===== src/rtl/core/motpp_pkg.sv =====
`timescale 1ns / 1ps
// ----------------------------------------------------------------------------
// motpp_pkg: shared types and constants of the position loop
// Holds the action codes, the gain reset value and the request that the
// position stage hands to the command scaling stage.
// ----------------------------------------------------------------------------
package motpp_pkg;

    // Action codes of an input request.
    typedef enum logic [1:0] {
        ACT_TICK      = 2'd0,
        ACT_ROTATE    = 2'd1,
        ACT_SET_SPEED = 2'd2,
        ACT_READ      = 2'd3
    } t_action;

    // Field widths fixed by the interface.
    localparam int unsigned SPEED_W = 16;
    localparam int unsigned GAIN_W  = 16;
    localparam int unsigned ERR_W   = 32;
    localparam int unsigned DIST_W  = 32;

    // Default fraction bits of the gain and its reset value (2.0 in Q8.8).
    localparam int unsigned GAIN_FRAC_BITS_DEF = 8;
    localparam logic [GAIN_W-1:0] GAIN_RESET = 16'd512;

    // Most negative speed accepted; -32768 is taken as this value.
    localparam logic signed [SPEED_W-1:0] SPEED_MIN = -16'sd32767;

    // Request from the position stage to the command scaling stage.
    typedef struct packed {
        logic                      track;      // tick while moving: scale the error
        logic                      done;       // error inside +/-1, move ends
        logic                      err_neg;    // sign of the updated error
        logic [ERR_W-1:0]          err_abs;    // magnitude of the updated error
        logic signed [SPEED_W-1:0] limit;      // speed limit in force for this tick
        logic signed [SPEED_W-1:0] cmd_direct; // set point for set-speed requests
        logic                      cmd_valid;
        logic                      busy;
        logic [DIST_W-1:0]         distance;
    } t_scale_req;

endpackage


===== src/rtl/core/motpp_scale.sv =====
`timescale 1ns / 1ps
// ----------------------------------------------------------------------------
// motpp_scale: speed set point from the position error
// Multiplies the error magnitude by the unsigned fixed-point gain, truncates
// toward zero, clamps to the speed limit and restores the sign.
// ----------------------------------------------------------------------------
module motpp_scale
    import motpp_pkg::*;
#(
    parameter int unsigned GAIN_FRAC_BITS = GAIN_FRAC_BITS_DEF
) (
    input  t_scale_req                 i_req,
    input  logic [GAIN_W-1:0]          i_gain,
    output logic signed [SPEED_W-1:0]  o_cmd
);

    localparam int unsigned PROD_W = ERR_W + GAIN_W;
    localparam int unsigned MAG_W  = PROD_W - GAIN_FRAC_BITS;

    logic [PROD_W-1:0]  w_prod;
    logic [MAG_W-1:0]   w_mag;
    logic [MAG_W-1:0]   w_lim_mag;
    logic [SPEED_W-1:0] w_lim_abs;
    logic [SPEED_W-1:0] w_mag_lo;
    logic               w_over;

    // Magnitude of the error times the gain, fraction bits dropped.
    assign w_prod = PROD_W'(i_req.err_abs) * PROD_W'(i_gain);
    assign w_mag  = w_prod[PROD_W-1:GAIN_FRAC_BITS];

    // The limit never holds -32768, so its magnitude fits in 15 bits.
    assign w_lim_abs = i_req.limit[SPEED_W-1] ? (~i_req.limit + 1'b1) : i_req.limit;
    assign w_lim_mag = MAG_W'(w_lim_abs);
    assign w_over    = w_mag > w_lim_mag;
    assign w_mag_lo  = w_mag[SPEED_W-1:0];

    // Select the set point: direct value, zero at end of move, limit or scaled error.
    always_comb begin
        if (!i_req.track) begin
            o_cmd = i_req.cmd_direct;
        end else if (i_req.done) begin
            o_cmd = '0;
        end else if (w_over) begin
            o_cmd = i_req.limit;
        end else if (i_req.err_neg) begin
            o_cmd = -$signed(w_mag_lo);
        end else begin
            o_cmd = $signed(w_mag_lo);
        end
    end

endmodule


===== src/rtl/core/motor_position_p_loop_unit.sv =====
`timescale 1ns / 1ps
// ----------------------------------------------------------------------------
// motor_position_p_loop_unit: proportional position loop
// Position loop over an external speed loop: rotate, tick, set speed limit
// and read-and-clear distance requests, one result per request.
// ----------------------------------------------------------------------------
// The block takes one request per clock cycle unless the output stalls; each
// result passes the second-stage and result registers. The first stage
// updates the position error (subtract and saturate), the move state and
// the distance accumulator, so that back-to-back requests see the updated
// state; the second stage holds the single 32x16 multiplier that scales the
// error by the gain and clamps it to the speed limit. Two requests can be
// held while the output is stalled. The gain register may be written only
// while no request is in flight.
module motor_position_p_loop_unit
    import motpp_pkg::*;
#(
    parameter int unsigned GAIN_FRAC_BITS = GAIN_FRAC_BITS_DEF
) (
    input  logic                       i_clk,
    input  logic                       i_rst_n,
    // Request channel
    input  logic                       i_in_valid,
    output logic                       o_in_ready,
    input  logic [1:0]                 i_action,
    input  logic signed [SPEED_W-1:0]  i_travel,
    input  logic signed [SPEED_W-1:0]  i_angle,
    input  logic signed [SPEED_W-1:0]  i_speed,
    // Result channel
    output logic                       o_out_valid,
    input  logic                       i_out_ready,
    output logic signed [SPEED_W-1:0]  o_speed_command,
    output logic                       o_command_valid,
    output logic                       o_busy_res,
    output logic signed [DIST_W-1:0]   o_distance_total,
    // Gain register write
    input  logic                       i_cfg_valid,
    output logic                       o_cfg_ready,
    input  logic [GAIN_W-1:0]          i_cfg_gain
);

    // State
    logic [GAIN_W-1:0]         r_gain;
    logic signed [ERR_W-1:0]   r_err,   n_err;
    logic signed [SPEED_W-1:0] r_limit, n_limit;
    logic                      r_moving, n_moving;
    logic [DIST_W-1:0]         r_dist,  n_dist;

    // Pipeline registers
    logic                      r_s2_valid;
    t_scale_req                r_s2, n_s2;
    logic                      r_out_valid;
    logic signed [SPEED_W-1:0] r_cmd;
    logic                      r_cmd_valid;
    logic                      r_busy;
    logic [DIST_W-1:0]         r_dist_out;

    logic                      w_out_free;
    logic                      w_s2_adv;
    logic                      w_in_fire;
    t_action                   w_action;
    logic signed [ERR_W:0]     w_diff;
    logic signed [ERR_W-1:0]   w_err_sat;
    logic [ERR_W-1:0]          w_err_abs;
    logic                      w_done;
    logic signed [SPEED_W-1:0] w_speed_cl;
    logic signed [SPEED_W-1:0] w_rot_speed;
    logic signed [SPEED_W:0]   w_rot_angle;
    logic [DIST_W-1:0]         w_dist_add;
    logic signed [SPEED_W-1:0] w_cmd;

    // Handshake: each stage advances when the one after it has room.
    assign w_out_free  = !r_out_valid || i_out_ready;
    assign w_s2_adv    = r_s2_valid && w_out_free;
    assign o_in_ready  = !r_s2_valid || w_out_free;
    assign w_in_fire   = i_in_valid && o_in_ready;
    assign o_cfg_ready = 1'b1;
    assign w_action    = t_action'(i_action);

    // Error update: subtract the travel and saturate to 32 bits.
    assign w_diff = {r_err[ERR_W-1], r_err} - (ERR_W+1)'(i_travel);
    always_comb begin
        if (w_diff[ERR_W] != w_diff[ERR_W-1]) begin
            w_err_sat = w_diff[ERR_W] ? {1'b1, {(ERR_W-1){1'b0}}}
                                      : {1'b0, {(ERR_W-1){1'b1}}};
        end else begin
            w_err_sat = w_diff[ERR_W-1:0];
        end
    end
    assign w_err_abs = w_err_sat[ERR_W-1] ? (~w_err_sat + 1'b1) : w_err_sat;
    assign w_done    = (w_err_sat == '0) || (w_err_sat == ERR_W'(1))
                    || (w_err_sat == '1);

    assign w_dist_add = r_dist + DIST_W'(i_travel);

    // Speed clamp and sign normalization for rotate.
    assign w_speed_cl = (i_speed == {1'b1, {(SPEED_W-1){1'b0}}}) ? SPEED_MIN : i_speed;
    always_comb begin
        w_rot_speed = w_speed_cl;
        w_rot_angle = (SPEED_W+1)'(i_angle);
        priority if (i_angle < 0 && w_speed_cl > 0) begin
            w_rot_speed = -w_speed_cl;
        end else if (w_speed_cl < 0 && i_angle > 0) begin
            w_rot_angle = -(SPEED_W+1)'(i_angle);
        end else if (w_speed_cl < 0 && i_angle < 0) begin
            w_rot_angle = -(SPEED_W+1)'(i_angle);
            w_rot_speed = -w_speed_cl;
        end else begin
            // Signs already agree or one is zero: angle and speed pass unchanged.
            w_rot_speed = w_speed_cl;
            w_rot_angle = (SPEED_W+1)'(i_angle);
        end
    end

    // First stage: state update and the request for the scaling stage.
    always_comb begin
        n_err    = r_err;
        n_limit  = r_limit;
        n_moving = r_moving;
        n_dist   = r_dist;
        n_s2            = '0;
        n_s2.err_neg    = w_err_sat[ERR_W-1];
        n_s2.err_abs    = w_err_abs;
        n_s2.done       = w_done;
        n_s2.limit      = r_limit;
        unique case (w_action)
            ACT_TICK: begin
                n_dist = w_dist_add;
                if (r_moving) begin
                    n_s2.track     = 1'b1;
                    n_s2.cmd_valid = 1'b1;
                    if (w_done) begin
                        n_err    = '0;
                        n_limit  = '0;
                        n_moving = 1'b0;
                    end else begin
                        n_err = w_err_sat;
                    end
                end
            end
            ACT_ROTATE: begin
                if (!r_moving) begin
                    n_dist   = w_dist_add;
                    n_err    = ERR_W'(w_rot_angle);
                    n_limit  = w_rot_speed;
                    n_moving = 1'b1;
                end
            end
            ACT_SET_SPEED: begin
                n_limit         = w_speed_cl;
                n_s2.cmd_direct = w_speed_cl;
                n_s2.cmd_valid  = 1'b1;
            end
            ACT_READ: begin
                n_s2.distance = r_dist;
                n_dist        = '0;
            end
            default: begin
                n_dist = r_dist;
            end
        endcase
        n_s2.busy = n_moving;
    end

    // State registers and gain register.
    always_ff @(posedge i_clk) begin
        if (!i_rst_n) begin
            r_gain   <= GAIN_RESET;
            r_err    <= '0;
            r_limit  <= '0;
            r_moving <= 1'b0;
            r_dist   <= '0;
        end else begin
            if (i_cfg_valid) begin
                r_gain <= i_cfg_gain;
            end
            if (w_in_fire) begin
                r_err    <= n_err;
                r_limit  <= n_limit;
                r_moving <= n_moving;
                r_dist   <= n_dist;
            end
        end
    end

    // Second stage register.
    always_ff @(posedge i_clk) begin
        if (!i_rst_n) begin
            r_s2_valid <= 1'b0;
        end else if (w_in_fire) begin
            r_s2_valid <= 1'b1;
        end else if (w_s2_adv) begin
            r_s2_valid <= 1'b0;
        end
    end

    always_ff @(posedge i_clk) begin
        if (w_in_fire) begin
            r_s2 <= n_s2;
        end
    end

    // Gain scaling and limit clamp.
    motpp_scale #(
        .GAIN_FRAC_BITS (GAIN_FRAC_BITS)
    ) u_scale (
        .i_req  (r_s2),
        .i_gain (r_gain),
        .o_cmd  (w_cmd)
    );

    // Result register.
    always_ff @(posedge i_clk) begin
        if (!i_rst_n) begin
            r_out_valid <= 1'b0;
        end else if (w_s2_adv) begin
            r_out_valid <= 1'b1;
        end else if (i_out_ready) begin
            r_out_valid <= 1'b0;
        end
    end

    always_ff @(posedge i_clk) begin
        if (w_s2_adv) begin
            r_cmd       <= w_cmd;
            r_cmd_valid <= r_s2.cmd_valid;
            r_busy      <= r_s2.busy;
            r_dist_out  <= r_s2.distance;
        end
    end

    assign o_out_valid      = r_out_valid;
    assign o_speed_command  = r_cmd;
    assign o_command_valid  = r_cmd_valid;
    assign o_busy_res       = r_busy;
    assign o_distance_total = $signed(r_dist_out);

    // An idle loop always holds a zero position error.
    a_idle_err_zero: assert property (@(posedge i_clk) disable iff (!i_rst_n)
        !r_moving |-> (r_err == '0))
        else $error("position error not zero while idle");

    // A result without a set point carries a zero command.
    a_no_cmd_zero: assert property (@(posedge i_clk) disable iff (!i_rst_n)
        (r_out_valid && !r_cmd_valid) |-> (r_cmd == '0))
        else $error("nonzero command without set point");

    // A distance readout never comes with a set point.
    a_dist_only_read: assert property (@(posedge i_clk) disable iff (!i_rst_n)
        (r_out_valid && r_dist_out != '0) |-> !r_cmd_valid)
        else $error("distance and set point in one result");

    // A stalled second stage keeps its request.
    a_s2_hold: assert property (@(posedge i_clk) disable iff (!i_rst_n)
        (r_s2_valid && !w_out_free) |=> (r_s2_valid && $stable(r_s2)))
        else $error("second stage request lost during stall");

endmodule


===== config.mk =====
export PLATFORM = sky130hd
export DESIGN_NAME = motor_position_p_loop_unit
export DESIGN_NICKNAME = d
export VERILOG_FILES = /design/src/rtl/core/motpp_pkg.sv /design/src/rtl/core/motpp_scale.sv /design/src/rtl/core/motor_position_p_loop_unit.sv
export SDC_FILE = /design/constraint.sdc
export NUM_CORES = 2
export LEC_CHECK = 0
export BUFFER_PORTS_ARGS = -buffer_cell sky130_fd_sc_hd__buf_2
export CORE_AREA = 2 2 270 272
export DETAILED_ROUTE_END_ITERATION = 10
export DIE_AREA = 0 0 272 274
export GPL_TIMING_DRIVEN = 0
export PLACE_DENSITY_LB_ADDON = 0.2
export SYNTH_ARGS = -nofsm -noshare
export SYNTH_HDL_FRONTEND = slang
export SYNTH_SLANG_ARGS = --single-unit

===== constraint.sdc =====
create_clock -name i_clk -period 12 [get_ports i_clk]
set_input_delay 1.8 -clock i_clk [delete_from_list [all_inputs] [get_ports i_clk]]
set_output_delay 1.8 -clock i_clk [all_outputs]
set_load 0.005 [all_outputs]

==> impl_metrics.toml <==
[logic_synthesis]
synth.top_cell.area_share_pct = 26.24
syn-num-nets = 4273
yosys.cell_types.count = 101
synthTopCellsByCount = "inv_1, nand2_1, fa_1, and2_1, ha_1"
yosysWarnings = 0
synth_most_common_cell = "inv_1"
yosys-top-cells-area = "fa_1, edfxtp_1, ha_1"
synthFlopType = "edfxtp_1"
synth_edf_count = 151
yosysTopAreaCell = "fa_1"
synth_seq_cells = 250
async_flop_share_pct = 0
seq_area_frac_synth_pct = 20.38
synthCells = 3572
syn_area_sq_um = 31970
avgSynthCellArea_sq_um = 8.951

[clock_tree]
clock-sinks = 250
path_clk_slew_ps = 60
htree_levels = 1
numCtsBuffers = 30
cts_tree = "built"
clockRootBuffer = "clkbuf_16"
cts_setup_buffers = 0
cts.path.max_buffers = 3
insertion_delay_ps = 590
hold_buffers = 0
cts_resized = 0

[routing]
vias = 25890
ant_nets = 0
first_pass_iters = 6
route.detailed.drc = 0
drt_iter0_markers = 1967
viasPerCell = 5.498
drt-total-wl_mm = 97.19
wl_per_cell_um = 20.64

[critical_path]
end_kind = "flop"
crit_slowest_cell = "a221oi_2"
crit_path_max_fanout = 18
critPathMaxStageDelay_ps = 680
arrival_ps = 10580
required_ps = 12530
crit_top_cell = "clkbuf_1"
start_kind = "primary input"
r2r_slack_ps = 2160
path_class = "in2reg"

[placed_design]
hpwlAfterDp_mm = 79.64
globalplace.congestion = 0.9398
portBuffers = 120

[floorplanning]
rows = 99
dieArea_sq_um = 74530
initial_core_util_pct = 44.43
die_x_um = 272
coreArea_sq_um = 71970
ios = 124
fp.dieH_um = 274

[timing]
finalMaxSlewViolations = 0
fin_tns_setup_ps = 0
worstMarginPinSlew_ps = 1084
min_period_ps = 10060
skew_ps = 13.06
rsz0062_at_grt = "no"
fmaxAchievable_mhz = 99.43
finalSetupViolCount = 0
relSlewSlack_pct = 26.82
hold_violations = 0
fin_crit_sh_pct = 83.81

[layout]
fin_nets = 4427
layout-drive-gt1-share_pct = 5.947
num_antenna_cells = 0
nFillCells = 7016
multi_input_area_sq_um = 22840
areaGrowthSynthToFinish_pct = 9.052
seqCellArea_sq_um = 6516
fin_util_pct = 48.45

[global_routing]
grt_max_degree = 56
antenna_found_initial = 8
gr-usage-all-layers_pct = 26.70
grt_pass1_vias = 26700
grt_first_pass_wirelength_mm = 154.4
gr-total-overflow = 0

[job]
cap_violations = 0

[run_status]
status = "finished clean"

[min_path]
hold_class = "reg2reg"
[routing by layer]
metal / share of wire [%] / up-vias / GRT usage (%) / wire [um]
met5: 0.083 / - / 0 / 81
met4: 3.2 / 12 / 7.692 / 3080
met3: 6.1 / 190 / 4.291 / 5890
met2: 47 / 790 / 44.45 / 45870
met1: 43 / 12820 / 35.95 / 42270
li1: - / 12070 / - / -
[registers in the layout, indices dropped and copies added (netlist names)]
name	cells
r_s2_valid	1
r_s2	101
r_dist	32
o_command_valid	1
r_moving	1
o_speed_command	16
r_err	32
r_gain	16
o_busy_res	1
r_limit	16
o_distance_total	32
o_out_valid	1
[path summary, 6_finish.rpt]
check,start,to,cells past startpoint
worst max-delay path,i_travel[15],r_err[26],31
worst max register to register,r_s2[74],o_speed_command[1],31
worst min-delay path,r_s2[14],o_distance_total[14],0
worst min register to register,r_s2[14],o_distance_total[14],0
[worst max-delay path: cells and delay by family]
| kind | cells | cell delay [ps] |
|---|---|---|
| AOI/OAI and AO/OA | 11 | 2870 |
| xor gates and xnor gates | 1 | 160 |
| adders and majority gates | 3 | 970 |
| buffers and inverters | 9 | 3620 |
| and+or+nand+nor | 7 | 1090 |
[area by class of cell]
| cell class | count | area share [%] |
|---|---|---|
| sequential | 250 | 18.69 |
| multi-input combinational | 2630 | 65.50 |
| tap | 959 | 3.441 |
| clock buffer | 40 | 2.351 |
| clock inverter | 16 | 0.6208 |
| buffer | 170 | 1.913 |
| inverter | 522 | 5.627 |
| timing repair buffer | 122 | 1.859 |
[stage by stage]
stage / hold WS [ps] / cells / area (sq um) / setup WS, ps
global route: 425.8 / 4709 / 34870 / 1386
global placement: 400.4 / 4651 / 33770 / 1464
CTS: 415.1 / 4709 / 34870 / 2061
detailed placement: 405.9 / 4653 / 33830 / 1482
floorplan: 400.3 / 3572 / 31970 / 3893
finish: 412.3 / 4709 / 34870 / 1943
[layout by cell type (no fill, tap or decap), types with 9 or more instances in the layout]
cell       count
a21o_1        56
o31ai_1       18
a22oi_1       28
a21oi_1      171
nand3_1       46
clkbuf_1     163
or3_1         16
nor3_1        47
o21bai_1      13
nand2_1      478
o211ai_1       9
or2_2         11
inv_1        520
a31oi_1       30
o21ai_1       10
ha_1         211
nor2b_1       68
a21boi_0       9
and4_1         9
o21ai_0      109
xor2_1        72
buf_2        125
edfxtp_1     151
and2_1       255
fa_1         419
nand4_1       23
nand2b_1      30
o21a_1        24
mux2i_1       40
nor4_1        13
nor2_1       130
o22ai_1       15
clkbuf_16     31
dfxtp_1       99
a211oi_1      16
and3_1        21
xnor2_1       73
[logic make-up (layout without fill, tap and decap cells)]
kind of cell | Yosys count | after routing | synth area share, %
and+or+nand+nor | 1189 | 1189 | 18.59
DFF | 250 | 250 | 20.38
buffers and inverters | 692 | 870 | 8.214
adders and majority gates | 630 | 630 | 34.49
xor gates and xnor gates | 145 | 145 | 3.972
other | 1 | 1 | 0.01173
AOI/OAI and AO/OA | 622 | 622 | 12.98
muxes | 43 | 43 | 1.358
Power is left out: the tool's default activity adds up to more than one toggle a clock period on the data nets, which glitch-free logic cannot reach.
